## config.mk

```make
export PLATFORM = sky130hd
export DESIGN_NAME = volume_delta_bar_tracker_flat
export DESIGN_NICKNAME = d
export VERILOG_FILES = /design/src/sv/vdbt_pkg.sv /design/src/sv/vdbt_if.sv /design/src/sv/vdbt_ctrl.sv /design/src/sv/vdbt_dp.sv /design/src/sv/volume_delta_bar_tracker.sv /design/src/flat_wrapper.sv
export SDC_FILE = /design/constraint.sdc
export NUM_CORES = 2
export LEC_CHECK = 0
export BUFFER_PORTS_ARGS = -buffer_cell sky130_fd_sc_hd__buf_2
export CORE_MARGIN = 5
export CORE_UTILIZATION = 45
export CTS_BUF_LIST = sky130_fd_sc_hd__clkbuf_4 sky130_fd_sc_hd__clkbuf_8 sky130_fd_sc_hd__clkbuf_16
export CTS_CLUSTER_SIZE = 24
export DETAILED_ROUTE_END_ITERATION = 8
export PLACE_DENSITY_LB_ADDON = 0.05
export SLEW_MARGIN = 20
export SYNTH_ARGS = -nofsm -noshare
export SYNTH_HDL_FRONTEND = slang
export SYNTH_HIERARCHICAL = 1
export SYNTH_SLANG_ARGS = --single-unit
```

## constraint.sdc

```tcl
create_clock -name clk_i -period 30 [get_ports clk_i]
set_input_delay 4.5 -clock clk_i [delete_from_list [all_inputs] [get_ports clk_i]]
set_output_delay 4.5 -clock clk_i [all_outputs]
set_load 0.02 [all_outputs]
```

## src/sv/vdbt_pkg.sv

```systemverilog
`timescale 1ns / 1ps
// ----------------------------------------------------------------------------
// vdbt_pkg: shared types and constants for the volume delta bar tracker
// Operation codes, register indexes, controller states and the command word
// that the controller hands to the datapath.
// ----------------------------------------------------------------------------
package vdbt_pkg;

  localparam int unsigned OpW     = 2;
  localparam int unsigned VolW    = 16;
  localparam int unsigned PriceW  = 32;
  localparam int unsigned SumW    = 32;
  localparam int unsigned CumW    = 48;
  localparam int unsigned PctW    = 15;
  localparam int unsigned CfgIdxW = 2;
  localparam int unsigned CfgW    = 16;
  localparam int unsigned QuoW    = 14;   // percent quotient never exceeds 10000
  localparam int unsigned StepW   = 4;
  localparam int unsigned MulAW   = 17;
  localparam int unsigned MulBW   = 32;
  localparam int unsigned ProdW   = MulAW + MulBW;

  localparam logic [OpW-1:0] OpTick    = 2'd0;
  localparam logic [OpW-1:0] OpBarClose = 2'd1;
  localparam logic [OpW-1:0] OpSession = 2'd2;
  localparam logic [OpW-1:0] OpSpare   = 2'd3;   // no effect, no result

  localparam logic [CfgIdxW-1:0] RegEmaAlpha  = 2'd0;
  localparam logic [CfgIdxW-1:0] RegSurgeThr  = 2'd1;
  localparam logic [CfgIdxW-1:0] RegExtremeThr = 2'd2;
  localparam logic [CfgIdxW-1:0] RegSmallThr  = 2'd3;

  localparam logic [CfgW-1:0] EmaAlphaRst   = 16'd6554;
  localparam logic [CfgW-1:0] SurgeThrRst   = 16'd512;
  localparam logic [CfgW-1:0] ExtremeThrRst = 16'd52429;
  localparam logic [CfgW-1:0] SmallThrRst   = 16'd6554;

  localparam logic [MulAW-1:0] PctScale = 17'd10000;
  localparam logic [MulAW-1:0] EmaOne   = 17'd65536;

  localparam logic [1:0] DivNone  = 2'd0;
  localparam logic [1:0] DivLong  = 2'd1;
  localparam logic [1:0] DivShort = 2'd2;

  localparam logic [2:0] SurgeNone     = 3'd0;
  localparam logic [2:0] SurgeBull     = 3'd1;
  localparam logic [2:0] SurgeBullVery = 3'd2;
  localparam logic [2:0] SurgeBear     = 3'd3;
  localparam logic [2:0] SurgeBearVery = 3'd4;

  localparam logic [1:0] ExtNone  = 2'd0;
  localparam logic [1:0] ExtLong  = 2'd1;
  localparam logic [1:0] ExtShort = 2'd2;

  typedef enum logic [3:0] {
    S_IDLE, S_LOAD, S_MPCT, S_MA, S_MB, S_EMA, S_MS, S_ME, S_MR, S_SMALL,
    S_DIV, S_OUT
  } state_e;

  typedef enum logic [2:0] {
    MUL_NONE, MUL_PCT, MUL_ALPHA, MUL_BETA, MUL_SURGE, MUL_EXT, MUL_SMALL
  } mul_sel_e;

  typedef struct packed {
    logic             tick_en;
    logic             sess_clr;
    logic             close_latch;
    logic             load;
    mul_sel_e         mul_sel;
    logic             div_init;
    logic             acc_save;
    logic             ema_upd;
    logic             surge_eval;
    logic             ext_eval;
    logic             small_eval;
    logic             div_step;
    logic [StepW-1:0] div_shift;
    logic             out_load;
  } cmd_t;

endpackage

```

## src/sv/vdbt_if.sv

```systemverilog
`timescale 1ns / 1ps
// ----------------------------------------------------------------------------
// vdbt interfaces: input, result and configuration channels
// Valid/ready channels; a word moves on a clock edge with both high.
// ----------------------------------------------------------------------------
interface vdbt_in_if;
  logic                               valid;
  logic                               ready;
  logic [vdbt_pkg::OpW-1:0]           op;
  logic                               side_is_ask;
  logic                               counts_toward_delta;
  logic [vdbt_pkg::VolW-1:0]          tick_volume;
  logic [vdbt_pkg::PriceW-1:0]        open_price;
  logic [vdbt_pkg::PriceW-1:0]        close_price;
  modport source (output valid, op, side_is_ask, counts_toward_delta, tick_volume,
                  open_price, close_price, input ready);
  modport sink (input valid, op, side_is_ask, counts_toward_delta, tick_volume,
                open_price, close_price, output ready);
endinterface

interface vdbt_out_if;
  logic                               valid;
  logic                               ready;
  logic signed [31:0]                 net_delta;
  logic [30:0]                        bar_peak_delta;
  logic signed [31:0]                 bar_trough_delta;
  logic signed [vdbt_pkg::CumW-1:0]   session_cum_delta;
  logic [31:0]                        total_volume;
  logic signed [vdbt_pkg::PctW-1:0]   delta_percent;
  logic [1:0]                         divergence;
  logic [2:0]                         surge;
  logic [1:0]                         extreme;
  logic                               small_range;
  modport source (output valid, net_delta, bar_peak_delta, bar_trough_delta,
                  session_cum_delta, total_volume, delta_percent, divergence, surge,
                  extreme, small_range, input ready);
  modport sink (input valid, net_delta, bar_peak_delta, bar_trough_delta,
                session_cum_delta, total_volume, delta_percent, divergence, surge,
                extreme, small_range, output ready);
endinterface

interface vdbt_cfg_if;
  logic                               valid;
  logic                               ready;
  logic [vdbt_pkg::CfgIdxW-1:0]       index;
  logic [vdbt_pkg::CfgW-1:0]          data;
  modport source (output valid, index, data, input ready);
  modport sink (input valid, index, data, output ready);
endinterface

```

## src/sv/vdbt_ctrl.sv

```systemverilog
`timescale 1ns / 1ps
// ----------------------------------------------------------------------------
// vdbt_ctrl: sequencer for the bar tracker
// Takes words in idle, walks a bar close through multiplies and the divide,
// and owns the result valid flag.
// ----------------------------------------------------------------------------
module vdbt_ctrl (
  input  logic                         clk_i,
  input  logic                         rst_ni,
  input  logic                         in_valid_i,
  input  logic [vdbt_pkg::OpW-1:0]     in_op_i,
  output logic                         in_ready_o,
  input  logic                         out_ready_i,
  output logic                         out_valid_o,
  output vdbt_pkg::cmd_t               cmd_o
);

  vdbt_pkg::state_e state_q, state_d;
  logic [vdbt_pkg::StepW-1:0] step_q, step_d;
  logic out_valid_q, out_valid_d;

  always_ff @(posedge clk_i or negedge rst_ni) begin
    if (!rst_ni) begin
      state_q     <= vdbt_pkg::S_IDLE;
      step_q      <= '0;
      out_valid_q <= 1'b0;
    end else begin
      state_q     <= state_d;
      step_q      <= step_d;
      out_valid_q <= out_valid_d;
    end
  end

  always_comb begin
    state_d     = state_q;
    step_d      = step_q;
    cmd_o       = '0;
    cmd_o.mul_sel = vdbt_pkg::MUL_NONE;
    in_ready_o  = 1'b0;
    out_valid_d = out_valid_q && !out_ready_i;
    case (state_q)
      vdbt_pkg::S_IDLE: begin
        in_ready_o = 1'b1;
        if (in_valid_i) begin
          case (in_op_i)
            vdbt_pkg::OpTick:    cmd_o.tick_en = 1'b1;
            vdbt_pkg::OpSession: cmd_o.sess_clr = 1'b1;
            vdbt_pkg::OpBarClose: begin
              cmd_o.close_latch = 1'b1;
              state_d = vdbt_pkg::S_LOAD;
            end
            default: ;
          endcase
        end
      end
      vdbt_pkg::S_LOAD: begin
        cmd_o.load = 1'b1;
        state_d = vdbt_pkg::S_MPCT;
      end
      vdbt_pkg::S_MPCT: begin
        cmd_o.mul_sel = vdbt_pkg::MUL_PCT;
        state_d = vdbt_pkg::S_MA;
      end
      vdbt_pkg::S_MA: begin
        cmd_o.mul_sel  = vdbt_pkg::MUL_ALPHA;
        cmd_o.div_init = 1'b1;
        state_d = vdbt_pkg::S_MB;
      end
      vdbt_pkg::S_MB: begin
        cmd_o.mul_sel  = vdbt_pkg::MUL_BETA;
        cmd_o.acc_save = 1'b1;
        state_d = vdbt_pkg::S_EMA;
      end
      vdbt_pkg::S_EMA: begin
        cmd_o.ema_upd = 1'b1;
        state_d = vdbt_pkg::S_MS;
      end
      vdbt_pkg::S_MS: begin
        cmd_o.mul_sel = vdbt_pkg::MUL_SURGE;
        state_d = vdbt_pkg::S_ME;
      end
      vdbt_pkg::S_ME: begin
        cmd_o.mul_sel    = vdbt_pkg::MUL_EXT;
        cmd_o.surge_eval = 1'b1;
        state_d = vdbt_pkg::S_MR;
      end
      vdbt_pkg::S_MR: begin
        cmd_o.mul_sel  = vdbt_pkg::MUL_SMALL;
        cmd_o.ext_eval = 1'b1;
        state_d = vdbt_pkg::S_SMALL;
      end
      vdbt_pkg::S_SMALL: begin
        cmd_o.small_eval = 1'b1;
        step_d  = vdbt_pkg::StepW'(vdbt_pkg::QuoW - 1);
        state_d = vdbt_pkg::S_DIV;
      end
      vdbt_pkg::S_DIV: begin
        cmd_o.div_step  = 1'b1;
        cmd_o.div_shift = step_q;
        if (step_q == '0) begin
          state_d = vdbt_pkg::S_OUT;
        end else begin
          step_d = step_q - 1'b1;
        end
      end
      vdbt_pkg::S_OUT: begin
        if (!out_valid_q || out_ready_i) begin
          cmd_o.out_load = 1'b1;
          out_valid_d    = 1'b1;
          state_d        = vdbt_pkg::S_IDLE;
        end
      end
      default: state_d = vdbt_pkg::S_IDLE;
    endcase
  end

  assign out_valid_o = out_valid_q;

endmodule

```

## src/sv/vdbt_dp.sv

```systemverilog
`timescale 1ns / 1ps
// ----------------------------------------------------------------------------
// vdbt_dp: datapath of the bar tracker
// Bar and session accumulators, config registers, one shared 17x32
// multiplier, a restoring divider for delta percent and the result register.
// ----------------------------------------------------------------------------
module vdbt_dp (
  input  logic                          clk_i,
  input  logic                          rst_ni,
  input  vdbt_pkg::cmd_t                cmd_i,
  input  logic                          cfg_we_i,
  input  logic [vdbt_pkg::CfgIdxW-1:0]  cfg_index_i,
  input  logic [vdbt_pkg::CfgW-1:0]     cfg_data_i,
  input  logic                          side_is_ask_i,
  input  logic                          counts_i,
  input  logic [vdbt_pkg::VolW-1:0]     tick_volume_i,
  input  logic [vdbt_pkg::PriceW-1:0]   open_price_i,
  input  logic [vdbt_pkg::PriceW-1:0]   close_price_i,
  output logic signed [31:0]            net_delta_o,
  output logic [30:0]                   bar_peak_delta_o,
  output logic signed [31:0]            bar_trough_delta_o,
  output logic signed [vdbt_pkg::CumW-1:0] session_cum_delta_o,
  output logic [31:0]                   total_volume_o,
  output logic signed [vdbt_pkg::PctW-1:0] delta_percent_o,
  output logic [1:0]                    divergence_o,
  output logic [2:0]                    surge_o,
  output logic [1:0]                    extreme_o,
  output logic                          small_range_o
);

  localparam int unsigned RemW = 46;
  localparam int unsigned CfgW = vdbt_pkg::CfgW;

  logic [CfgW-1:0] alpha_q, thr_s_q, thr_e_q, thr_r_q;

  logic [31:0]        ask_q, bid_q;
  logic signed [31:0] rd_q, pk_q, tr_q;
  logic signed [47:0] cum_q;
  logic signed [31:0] spk_q, str_q;
  logic [31:0]        avg_q;

  logic [31:0]        open_q, close_q;
  logic signed [31:0] d_q;
  logic [31:0]        vol_q, ad_q;
  logic [vdbt_pkg::ProdW-1:0] prod_q;
  logic [vdbt_pkg::ProdW:0]   acc_q;
  logic [RemW-1:0]            rem_q;
  logic [vdbt_pkg::QuoW-1:0]  quo_q;
  logic [2:0] surge_q;
  logic [1:0] ext_q, div_q;
  logic       small_q;

  // config registers
  always_ff @(posedge clk_i or negedge rst_ni) begin
    if (!rst_ni) begin
      alpha_q <= vdbt_pkg::EmaAlphaRst;
      thr_s_q <= vdbt_pkg::SurgeThrRst;
      thr_e_q <= vdbt_pkg::ExtremeThrRst;
      thr_r_q <= vdbt_pkg::SmallThrRst;
    end else if (cfg_we_i) begin
      case (cfg_index_i)
        vdbt_pkg::RegEmaAlpha:   alpha_q <= cfg_data_i;
        vdbt_pkg::RegSurgeThr:   thr_s_q <= cfg_data_i;
        vdbt_pkg::RegExtremeThr: thr_e_q <= cfg_data_i;
        vdbt_pkg::RegSmallThr:   thr_r_q <= cfg_data_i;
        default: ;
      endcase
    end
  end

  // tick path
  logic [32:0]        side_sum;
  logic [31:0]        side_sat;
  logic signed [32:0] rd_sum;
  logic signed [31:0] rd_sat;
  always_comb begin
    side_sum = {1'b0, (side_is_ask_i ? ask_q : bid_q)} + {17'b0, tick_volume_i};
    side_sat = side_sum[32] ? '1 : side_sum[31:0];
    if (side_is_ask_i) rd_sum = {rd_q[31], rd_q} + $signed({17'b0, tick_volume_i});
    else               rd_sum = {rd_q[31], rd_q} - $signed({17'b0, tick_volume_i});
    if (rd_sum[32] != rd_sum[31]) rd_sat = rd_sum[32] ? 32'sh8000_0000 : 32'sh7fff_ffff;
    else                          rd_sat = rd_sum[31:0];
  end

  // bar close values
  logic signed [32:0] diff_c;
  logic signed [31:0] d_c;
  logic [32:0]        vsum_c;
  logic signed [48:0] cum_sum_c;
  always_comb begin
    diff_c = $signed({1'b0, ask_q}) - $signed({1'b0, bid_q});
    if (diff_c[32] != diff_c[31]) d_c = diff_c[32] ? 32'sh8000_0000 : 32'sh7fff_ffff;
    else                          d_c = diff_c[31:0];
    vsum_c    = {1'b0, ask_q} + {1'b0, bid_q};
    cum_sum_c = {cum_q[47], cum_q} + {{17{d_c[31]}}, d_c};
  end

  logic [31:0] mag_pk, mag_tr, m_c;
  always_comb begin
    mag_pk = spk_q[31] ? 32'(-spk_q) : 32'(spk_q);
    mag_tr = str_q[31] ? 32'(-str_q) : 32'(str_q);
    m_c    = (mag_pk > mag_tr) ? mag_pk : mag_tr;
  end

  // shared multiplier
  logic [vdbt_pkg::MulAW-1:0] mul_a;
  logic [vdbt_pkg::MulBW-1:0] mul_b;
  always_comb begin
    case (cmd_i.mul_sel)
      vdbt_pkg::MUL_PCT:   begin mul_a = vdbt_pkg::PctScale; mul_b = ad_q; end
      vdbt_pkg::MUL_ALPHA: begin mul_a = {1'b0, alpha_q}; mul_b = ad_q; end
      vdbt_pkg::MUL_BETA:  begin mul_a = vdbt_pkg::EmaOne - {1'b0, alpha_q}; mul_b = avg_q; end
      vdbt_pkg::MUL_SURGE: begin mul_a = {1'b0, thr_s_q}; mul_b = avg_q; end
      vdbt_pkg::MUL_EXT:   begin mul_a = {1'b0, thr_e_q}; mul_b = m_c; end
      vdbt_pkg::MUL_SMALL: begin mul_a = {1'b0, thr_r_q}; mul_b = vol_q; end
      default:             begin mul_a = '0; mul_b = '0; end
    endcase
  end

  always_ff @(posedge clk_i) begin
    prod_q <= mul_a * mul_b;
  end

  logic [vdbt_pkg::ProdW:0] ema_sum;
  logic [RemW-1:0]          div_sub;
  logic [31:0]              range_c;
  assign ema_sum = acc_q + {1'b0, prod_q};
  assign div_sub = {14'b0, vol_q} << cmd_i.div_shift;
  assign range_c = 32'(pk_q - tr_q);

  // state
  always_ff @(posedge clk_i or negedge rst_ni) begin
    if (!rst_ni) begin
      ask_q <= '0; bid_q <= '0; rd_q <= '0; pk_q <= '0; tr_q <= '0;
      cum_q <= '0; spk_q <= '0; str_q <= '0; avg_q <= '0;
    end else begin
      if (cmd_i.tick_en && counts_i) begin
        if (side_is_ask_i) ask_q <= side_sat;
        else               bid_q <= side_sat;
        rd_q <= rd_sat;
        if (rd_sat > pk_q) pk_q <= rd_sat;
        if (rd_sat < tr_q) tr_q <= rd_sat;
      end
      if (cmd_i.sess_clr || cmd_i.out_load) begin
        ask_q <= '0; bid_q <= '0; rd_q <= '0; pk_q <= '0; tr_q <= '0;
      end
      if (cmd_i.sess_clr) begin
        cum_q <= '0; spk_q <= '0; str_q <= '0; avg_q <= '0;
      end
      if (cmd_i.load) begin
        if (cum_sum_c[48] != cum_sum_c[47])
          cum_q <= cum_sum_c[48] ? 48'sh8000_0000_0000 : 48'sh7fff_ffff_ffff;
        else
          cum_q <= cum_sum_c[47:0];
        if (d_c > spk_q) spk_q <= d_c;
        if (d_c < str_q) str_q <= d_c;
      end
      if (cmd_i.ema_upd) begin
        avg_q <= (avg_q == '0) ? ad_q : ema_sum[47:16];
      end
    end
  end

  // per-bar working registers
  always_ff @(posedge clk_i) begin
    if (cmd_i.close_latch) begin
      open_q  <= open_price_i;
      close_q <= close_price_i;
    end
    if (cmd_i.load) begin
      d_q   <= d_c;
      vol_q <= vsum_c[32] ? '1 : vsum_c[31:0];
      ad_q  <= d_c[31] ? 32'(-d_c) : 32'(d_c);
    end
    if (cmd_i.div_init) begin
      rem_q <= prod_q[RemW-1:0];
      quo_q <= '0;
    end
    if (cmd_i.acc_save) acc_q <= {1'b0, prod_q};
    if (cmd_i.surge_eval) begin
      surge_q <= vdbt_pkg::SurgeNone;
      if (avg_q != '0 && {9'b0, ad_q, 8'b0} >= prod_q) begin
        if ({10'b0, ad_q, 8'b0} >= {prod_q, 1'b0})
          surge_q <= (d_q > 0) ? vdbt_pkg::SurgeBullVery : vdbt_pkg::SurgeBearVery;
        else
          surge_q <= (d_q > 0) ? vdbt_pkg::SurgeBull : vdbt_pkg::SurgeBear;
      end
    end
    if (cmd_i.ext_eval) begin
      ext_q <= vdbt_pkg::ExtNone;
      if (m_c != '0 && {1'b0, ad_q, 16'b0} >= prod_q)
        ext_q <= (d_q > 0) ? vdbt_pkg::ExtLong : vdbt_pkg::ExtShort;
    end
    if (cmd_i.small_eval) begin
      small_q <= (vol_q != '0) && ({1'b0, range_c, 16'b0} < prod_q);
      if (close_q < open_q && d_q > 0)      div_q <= vdbt_pkg::DivLong;
      else if (close_q > open_q && d_q < 0) div_q <= vdbt_pkg::DivShort;
      else                                  div_q <= vdbt_pkg::DivNone;
    end
    // zero volume leaves the quotient at zero
    if (cmd_i.div_step && vol_q != '0 && rem_q >= div_sub) begin
      rem_q <= rem_q - div_sub;
      quo_q[cmd_i.div_shift] <= 1'b1;
    end
  end

  // result register
  logic signed [vdbt_pkg::PctW-1:0] pct_c;
  assign pct_c = d_q[31] ? -$signed({1'b0, quo_q}) : $signed({1'b0, quo_q});

  always_ff @(posedge clk_i) begin
    if (cmd_i.out_load) begin
      net_delta_o         <= d_q;
      bar_peak_delta_o    <= pk_q[30:0];
      bar_trough_delta_o  <= tr_q;
      session_cum_delta_o <= cum_q;
      total_volume_o      <= vol_q;
      delta_percent_o     <= pct_c;
      divergence_o        <= div_q;
      surge_o             <= surge_q;
      extreme_o           <= ext_q;
      small_range_o       <= small_q;
    end
  end

endmodule

```

## src/sv/volume_delta_bar_tracker.sv

```systemverilog
`timescale 1ns / 1ps
// ----------------------------------------------------------------------------
// volume_delta_bar_tracker: cumulative volume delta per bar and session
// Top level: controller plus datapath, with input, result and config channels.
// ----------------------------------------------------------------------------
// Ticks and session opens are taken in idle and leave the block there, so it
// stays ready for the next word. A bar close, once accepted, passes through a
// load state, then states of work on the single shared 17x32 multiplier for
// percent scaling, the EMA and the three detector thresholds, then a 14-step
// restoring divide for delta percent, before its result word is loaded; the
// load waits while the previous result word still waits at the output. While
// a close is in progress no input word is taken. The result sits in an output
// register, so ticks of the next bar are accepted while it waits. Config
// writes are always ready and take effect at once; write them while idle.
// ----------------------------------------------------------------------------
module volume_delta_bar_tracker (
  input  logic          clk_i,
  input  logic          rst_ni,
  vdbt_in_if.sink       in_i,
  vdbt_out_if.source    out_o,
  vdbt_cfg_if.sink      cfg_i
);

  vdbt_pkg::cmd_t cmd;

  assign cfg_i.ready = 1'b1;

  // sequencer: owns acceptance and result valid
  vdbt_ctrl u_ctrl (
    .clk_i       (clk_i),
    .rst_ni      (rst_ni),
    .in_valid_i  (in_i.valid),
    .in_op_i     (in_i.op),
    .in_ready_o  (in_i.ready),
    .out_ready_i (out_o.ready),
    .out_valid_o (out_o.valid),
    .cmd_o       (cmd)
  );

  // accumulators, arithmetic and result payload
  vdbt_dp u_dp (
    .clk_i               (clk_i),
    .rst_ni              (rst_ni),
    .cmd_i               (cmd),
    .cfg_we_i            (cfg_i.valid),
    .cfg_index_i         (cfg_i.index),
    .cfg_data_i          (cfg_i.data),
    .side_is_ask_i       (in_i.side_is_ask),
    .counts_i            (in_i.counts_toward_delta),
    .tick_volume_i       (in_i.tick_volume),
    .open_price_i        (in_i.open_price),
    .close_price_i       (in_i.close_price),
    .net_delta_o         (out_o.net_delta),
    .bar_peak_delta_o    (out_o.bar_peak_delta),
    .bar_trough_delta_o  (out_o.bar_trough_delta),
    .session_cum_delta_o (out_o.session_cum_delta),
    .total_volume_o      (out_o.total_volume),
    .delta_percent_o     (out_o.delta_percent),
    .divergence_o        (out_o.divergence),
    .surge_o             (out_o.surge),
    .extreme_o           (out_o.extreme),
    .small_range_o       (out_o.small_range)
  );

endmodule
```

## src/flat_wrapper.sv

```systemverilog
// flat-port wrapper written by rule: the top's interface ports become plain ports
module volume_delta_bar_tracker_flat 
  (clk_i, rst_ni, in_i_valid, in_i_op, in_i_side_is_ask, in_i_counts_toward_delta, in_i_tick_volume, in_i_open_price, in_i_close_price, in_i_ready, out_o_valid, out_o_net_delta, out_o_bar_peak_delta, out_o_bar_trough_delta, out_o_session_cum_delta, out_o_total_volume, out_o_delta_percent, out_o_divergence, out_o_surge, out_o_extreme, out_o_small_range, out_o_ready, cfg_i_valid, cfg_i_index, cfg_i_data, cfg_i_ready);
  vdbt_in_if in_i_i ();
  vdbt_out_if out_o_i ();
  vdbt_cfg_if cfg_i_i ();
  input  logic clk_i;
  input  logic rst_ni;
  input wire logic [$bits(in_i_i.valid)-1:0] in_i_valid;
  input wire logic [$bits(in_i_i.op)-1:0] in_i_op;
  input wire logic [$bits(in_i_i.side_is_ask)-1:0] in_i_side_is_ask;
  input wire logic [$bits(in_i_i.counts_toward_delta)-1:0] in_i_counts_toward_delta;
  input wire logic [$bits(in_i_i.tick_volume)-1:0] in_i_tick_volume;
  input wire logic [$bits(in_i_i.open_price)-1:0] in_i_open_price;
  input wire logic [$bits(in_i_i.close_price)-1:0] in_i_close_price;
  output wire logic [$bits(in_i_i.ready)-1:0] in_i_ready;
  output wire logic [$bits(out_o_i.valid)-1:0] out_o_valid;
  output wire logic [$bits(out_o_i.net_delta)-1:0] out_o_net_delta;
  output wire logic [$bits(out_o_i.bar_peak_delta)-1:0] out_o_bar_peak_delta;
  output wire logic [$bits(out_o_i.bar_trough_delta)-1:0] out_o_bar_trough_delta;
  output wire logic [$bits(out_o_i.session_cum_delta)-1:0] out_o_session_cum_delta;
  output wire logic [$bits(out_o_i.total_volume)-1:0] out_o_total_volume;
  output wire logic [$bits(out_o_i.delta_percent)-1:0] out_o_delta_percent;
  output wire logic [$bits(out_o_i.divergence)-1:0] out_o_divergence;
  output wire logic [$bits(out_o_i.surge)-1:0] out_o_surge;
  output wire logic [$bits(out_o_i.extreme)-1:0] out_o_extreme;
  output wire logic [$bits(out_o_i.small_range)-1:0] out_o_small_range;
  input wire logic [$bits(out_o_i.ready)-1:0] out_o_ready;
  input wire logic [$bits(cfg_i_i.valid)-1:0] cfg_i_valid;
  input wire logic [$bits(cfg_i_i.index)-1:0] cfg_i_index;
  input wire logic [$bits(cfg_i_i.data)-1:0] cfg_i_data;
  output wire logic [$bits(cfg_i_i.ready)-1:0] cfg_i_ready;
  assign in_i_i.valid = in_i_valid;
  assign in_i_i.op = in_i_op;
  assign in_i_i.side_is_ask = in_i_side_is_ask;
  assign in_i_i.counts_toward_delta = in_i_counts_toward_delta;
  assign in_i_i.tick_volume = in_i_tick_volume;
  assign in_i_i.open_price = in_i_open_price;
  assign in_i_i.close_price = in_i_close_price;
  assign in_i_ready = in_i_i.ready;
  assign out_o_valid = out_o_i.valid;
  assign out_o_net_delta = out_o_i.net_delta;
  assign out_o_bar_peak_delta = out_o_i.bar_peak_delta;
  assign out_o_bar_trough_delta = out_o_i.bar_trough_delta;
  assign out_o_session_cum_delta = out_o_i.session_cum_delta;
  assign out_o_total_volume = out_o_i.total_volume;
  assign out_o_delta_percent = out_o_i.delta_percent;
  assign out_o_divergence = out_o_i.divergence;
  assign out_o_surge = out_o_i.surge;
  assign out_o_extreme = out_o_i.extreme;
  assign out_o_small_range = out_o_i.small_range;
  assign out_o_i.ready = out_o_ready;
  assign cfg_i_i.valid = cfg_i_valid;
  assign cfg_i_i.index = cfg_i_index;
  assign cfg_i_i.data = cfg_i_data;
  assign cfg_i_ready = cfg_i_i.ready;
  volume_delta_bar_tracker u_core (.clk_i(clk_i), .rst_ni(rst_ni), .in_i(in_i_i), .out_o(out_o_i), .cfg_i(cfg_i_i));
endmodule
```

After elaboration in Yosys (flattened, before gate mapping). Index checks and enable logic that the tools add are counted. Widths: inputs -> output; s select.

Bits in registers: 900. Latch bits: 0. Bits in writable memories: 0. ROM bits: 0. Logic and storage cells: 226. Memories kept: 0.

$add $sub $neg: 15. Multiply operators: 1. Divide/modulo/power cells: 0. $lt $le $gt $ge: 16. Eq/ne operators: 31. Shifts and indexed selects: 1. Mux-type cells: 78. Bitwise gates (word level): 1. Reduce and logical (&&, ||, !) cells: 42.

Operators with widths (number): $mux 32 (32); $mux 48 (4); $gt 32x32->1 (4); $pmux 32 s4 (1); $pmux 17 s6 (1); $lt 32x32->1 (3); $neg 32->32 (3); $reduce_bool 32->1 (3); $mux 46 (2); $ge 40x50->1 (1); $add 48x32->49 (1); $ge 40x49->1 (1); $ge 48x49->1 (1); $lt 48x49->1 (1); $mul 17x32->49 (1); $add 48x48->48 (1); $pmux 4 s12 (1); $ge 46x46->1 (1); $shl 32x4->46 (1); $sub 46x46->46 (1); $mux 14 (3); $add 32x16->33 (1); $add 32x17->33 (1); $add 32x32->33 (1); other kinds (43) (115).

Logic depth before layout (Yosys ltp).
Word-level depth: 8. Depth in mapped cells: 46. Mapped depth without buffers: 44.

Cells and area by module. The synthesis kept the hierarchy.

By module, submodules not included: vdbt_dp (times used 1, cells each 8419, area each 78116.2 sq um, seq. area each 24283.3 sq um); vdbt_ctrl (times used 1, cells each 77, area each 654.4 sq um, seq. area each 225.2 sq um); volume_delta_bar_tracker (times used 1, cells each 2, area each 11.3 sq um, seq. area each 0.0 sq um).

Worst setup path after synthesis. No wires, ideal clock.

Path kind: input to register. From: input port out_o_ready. To: register u_core.u_dp.ask_q[23]. Arrival: 14.426 ns. Data required time: 29.864 ns. Slack: 15.438 ns. Cell stages on the path: 7. Path through: nor2b_1 nor2_1 or2_2 clkbuf_1 clkbuf_1 clkbuf_1 nor3_1.

RTL lines: start: declaration (line flat_wrapper.sv:28) `input wire logic [$bits(out_o_i.ready)-1:0] out_o_ready;`; end signal: assignment (line vdbt_dp.sv:138) `if (side_is_ask_i) ask_q <= side_sat;`; end: declaration (line vdbt_dp.sv:36) `logic [31:0] ask_q, bid_q;`.

Worst setup path after layout.
From: register u_core.u_dp.str_q[13]. To: register u_core/u_dp/prod_q[45] (netlist name).

Word-level cells in the longest chain between the ends: 6.

RTL lines: start: declaration (line vdbt_dp.sv:39) `logic signed [31:0] spk_q, str_q;`; start signal: assignment (line vdbt_dp.sv:135) `cum_q <= '0; spk_q <= '0; str_q <= '0; avg_q <= '0;`; start signal: assignment (line vdbt_dp.sv:148) `cum_q <= '0; spk_q <= '0; str_q <= '0; avg_q <= '0;`; start signal: assignment (line vdbt_dp.sv:156) `if (d_c < str_q) str_q <= d_c;`; $neg 32->32 (line vdbt_dp.sv:101) `mag_tr = str_q[31] ? 32'(-str_q) : 32'(str_q);`; $mux 32 * (line vdbt_dp.sv:101); $gt 32x32->1 (line vdbt_dp.sv:102) `m_c = (mag_pk > mag_tr) ? mag_pk : mag_tr;`; $mux 32 * (line vdbt_dp.sv:102); $pmux 32 s4 * (line vdbt_dp.sv:109) `case (cmd_i.mul_sel)`; $mul 17x32->49 * (line vdbt_dp.sv:121) `prod_q <= mul_a * mul_b;`; end signal: assignment (line vdbt_dp.sv:121); end: declaration (line vdbt_dp.sv:45) `logic [vdbt_pkg::ProdW-1:0] prod_q;`.

Every way passes the cells marked *; elsewhere a longest branch is shown, timed or not. A chain may end at the register's enable or synchronous reset.

==> flow_summary.toml <==
[status]
status = "finished, final reports clean"

[placement]
place_congestion = 0.962
dp_hpwl_um = 211000
io_buffers = 306
place_ws_ns = 17.52
place_area_um2 = 83300

[flow_run]
cap_viol_max_count = 0

[global_routing]
grt.total_usage_pct = 29.0
grt_max_degree = 77
first_global_vias = 64260
grt_overflow = 0
antenna_found_initial = 14
grt_pass1_wl_um = 411000

[sta]
finClkSkew_ns = 0.0552
tns_ns = 0
fin_crit_sh_pct = 40.7
tightest_slew_ns = 1.17
maxSlewViolCount = 0
setup_ws_ns = 17.80
slew_headroom_pct = 21.6
rsz0062_at_grt = "no"
hold-worst-slack_ns = 0.418
period_minus_slack_ns = 12.20
hold_viol = 0
fmax_mhz = 82.0
finalSetupViolations = 0

[synthesis]
ys_warn_count = 6
seq_area_frac_synth_pct = 31.1
synth_edf_count = 459
syn_nets = 9795
async_flop_share_pct = 41.9
avgSynthCellArea_um2 = 9.27
synth.area.top_cells = "edfxtp_1 17%, ha_1 12%, fa_1 12%, dfrtp_1 11%, inv_1 4.5%"
synth.distinct_cells = 106
netlist_area_um2 = 78800
postSynthCellCount = 8498
synth_flop_cell = "edfxtp_1"
ys_ff_latch = 899
synth_area_leader_cell = "edfxtp_1"
synth_top_area_share_pct = 17.5

[route]
dr.pass1.iters = 6
antenna_left = 0
wl_um = 274000
vias = 65334
drt_iter0_markers = 5904
wl_per_cell_um = 24.6
drc = 0
vias_per_cell = 5.86

[critical_path]
cp-start-kind = "flop"
reg2reg_slack_ns = 17.80
cp-end-kind = "flop"
cp.buffers_inverters = 4
critical_path_arrival_ns = 12.84
critical_path_required_ns = 30.64
critPathSlowestCell = "mux2i_1"
rr_worst_depth = 39
crit_top_cell = "fa_1"
r2r-start = "u_core/u_dp/str_q[13]"
critPathMaxStageDelay_ns = 0.74
r2r_end = "u_core/u_dp/prod_q[45]"
path_class = "reg2reg"
critical_path.max_fanout = 17
crit_family = "adder cells"

[floorplanning]
fp-row-count = 153
die_w_um = 428
die_area_um2 = 184000
ioPinCount = 308
initial_core_util_pct = 45.3
fp.dieH_um = 428
coreArea_um2 = 174000

[layout]
area_growth_pct = 10.3
num-fill-cells = 16451
drive_gt1_share_pct = 10.2
stdcell_area_um2 = 86900
final_cell_mix = "949 x inv_1, 834 x nand2_1, 734 x ha_1, 631 x nor2_1, 602 x a21oi_1"
final_common_cell = "inv_1"
final_nets = 10013

[cts]
post_cts_resize_count = 0
post_cts_buffers = 0
cts_made_buffers = 105
worstSkewPairLatency_ns = 0.79
cts_tree = "done"
htreeDepth = 3
cts-hold-fix-buffers = 0
clockBufferDepth = 3
clock-root-buffer = "clkbuf_16"
cts_sinks = 899
clkTransAtPathRegs_ns = 0.06

[hold_path]
holdPathEnd = "u_core/u_dp/extreme_o[1]"
hold_path_depth = 0
hp-start = "u_core/u_dp/ext_q[1]"
hold_class = "reg2reg"
cell families after synthesis:
kind of cell	Yosys count	share of synthesized area [%]
other	1	0.00476
xor gates and xnor gates	387	4.31
buffers and inverters	1299	6.22
DFF	899	31.1
AOI/OAI and AO/OA	1963	16.1
adders and majority gates	1198	23.3
and+or+nand+nor	2430	14.5
muxes	321	4.42
how the worst max path moves through the flow:
stage	from	end	slack (ns)	cells after the start
after floorplan	out_o_ready	u_core/u_dp/ask_q[23]	15.44	7
after global placement	in_i_tick_volume[7]	u_core/u_dp/pk_q[9]	17.68	30
after detailed placement	in_i_tick_volume[7]	u_core/u_dp/pk_q[25]	17.52	30
after CTS	u_core/u_dp/str_q[13]	u_core/u_dp/prod_q[45]	17.63	39
after global routing	u_core/u_dp/str_q[13]	u_core/u_dp/prod_q[45]	17.09	39
final	u_core/u_dp/str_q[13]	u_core/u_dp/prod_q[45]	17.80	39
metal layers:
metal	track usage (%)	up-vias	part of all wire, %
li1	-	30183	-
met3	5.73	521	7.0
met2	45.6	2228	45
met5	0.286	-	0.048
met1	39.9	32392	44
met4	11.0	10	4.5
metrics by stage:
| step | utilization, % | std cells |
|---|---|---|
| 3_3_place_gp | 47.9 | 10934 |
| 3_5_place_dp | 47.9 | 10934 |
| 6_report | 50.0 | 11142 |
| 2_1_floorplan | - | 8498 |
| 5_1_grt | 49.9 | 11137 |
| 4_1_cts | 49.9 | 11134 |
final cells by class:
| type | count | area, um2 | area share (%) |
|---|---|---|---|
| multi-input combinational | 6300 | 49600 | 57.1 |
| inverter | 955 | 3580 | 4.12 |
| antenna | 8 | 20.0 | 0.0230 |
| tap | 2325 | 2910 | 3.35 |
| timing repair buffer | 455 | 2660 | 3.06 |
| sequential | 899 | 24500 | 28.2 |
| clock inverter | 71 | 753 | 0.866 |
| clock buffer | 129 | 2860 | 3.29 |
cell usage after synthesis, types with 129 or more instances:
cell type and number:
inv_1 949, nand2_1 836, ha_1 734, nor2_1 638, a21oi_1 604, edfxtp_1 459
fa_1 456, o21ai_0 379, dfrtp_1 353, clkbuf_1 293, xnor2_1 273, a21o_1 229
mux2i_1 212, nor3_1 141, nand3_1 129
flip-flops by register name, summed over array words and instances, names as in the netlist, 46 cells and up:
register / cells
u_core/u_dp/rem_q: 46
u_core/u_dp/acc_q: 48
u_core/u_dp/cum_q: 48
u_core/u_dp/prod_q: 49
u_core/u_dp/session_cum_delta_o: 48
Power is not shown: default switching activity piles up to over one toggle a cycle in this logic, so the estimate is an artifact.
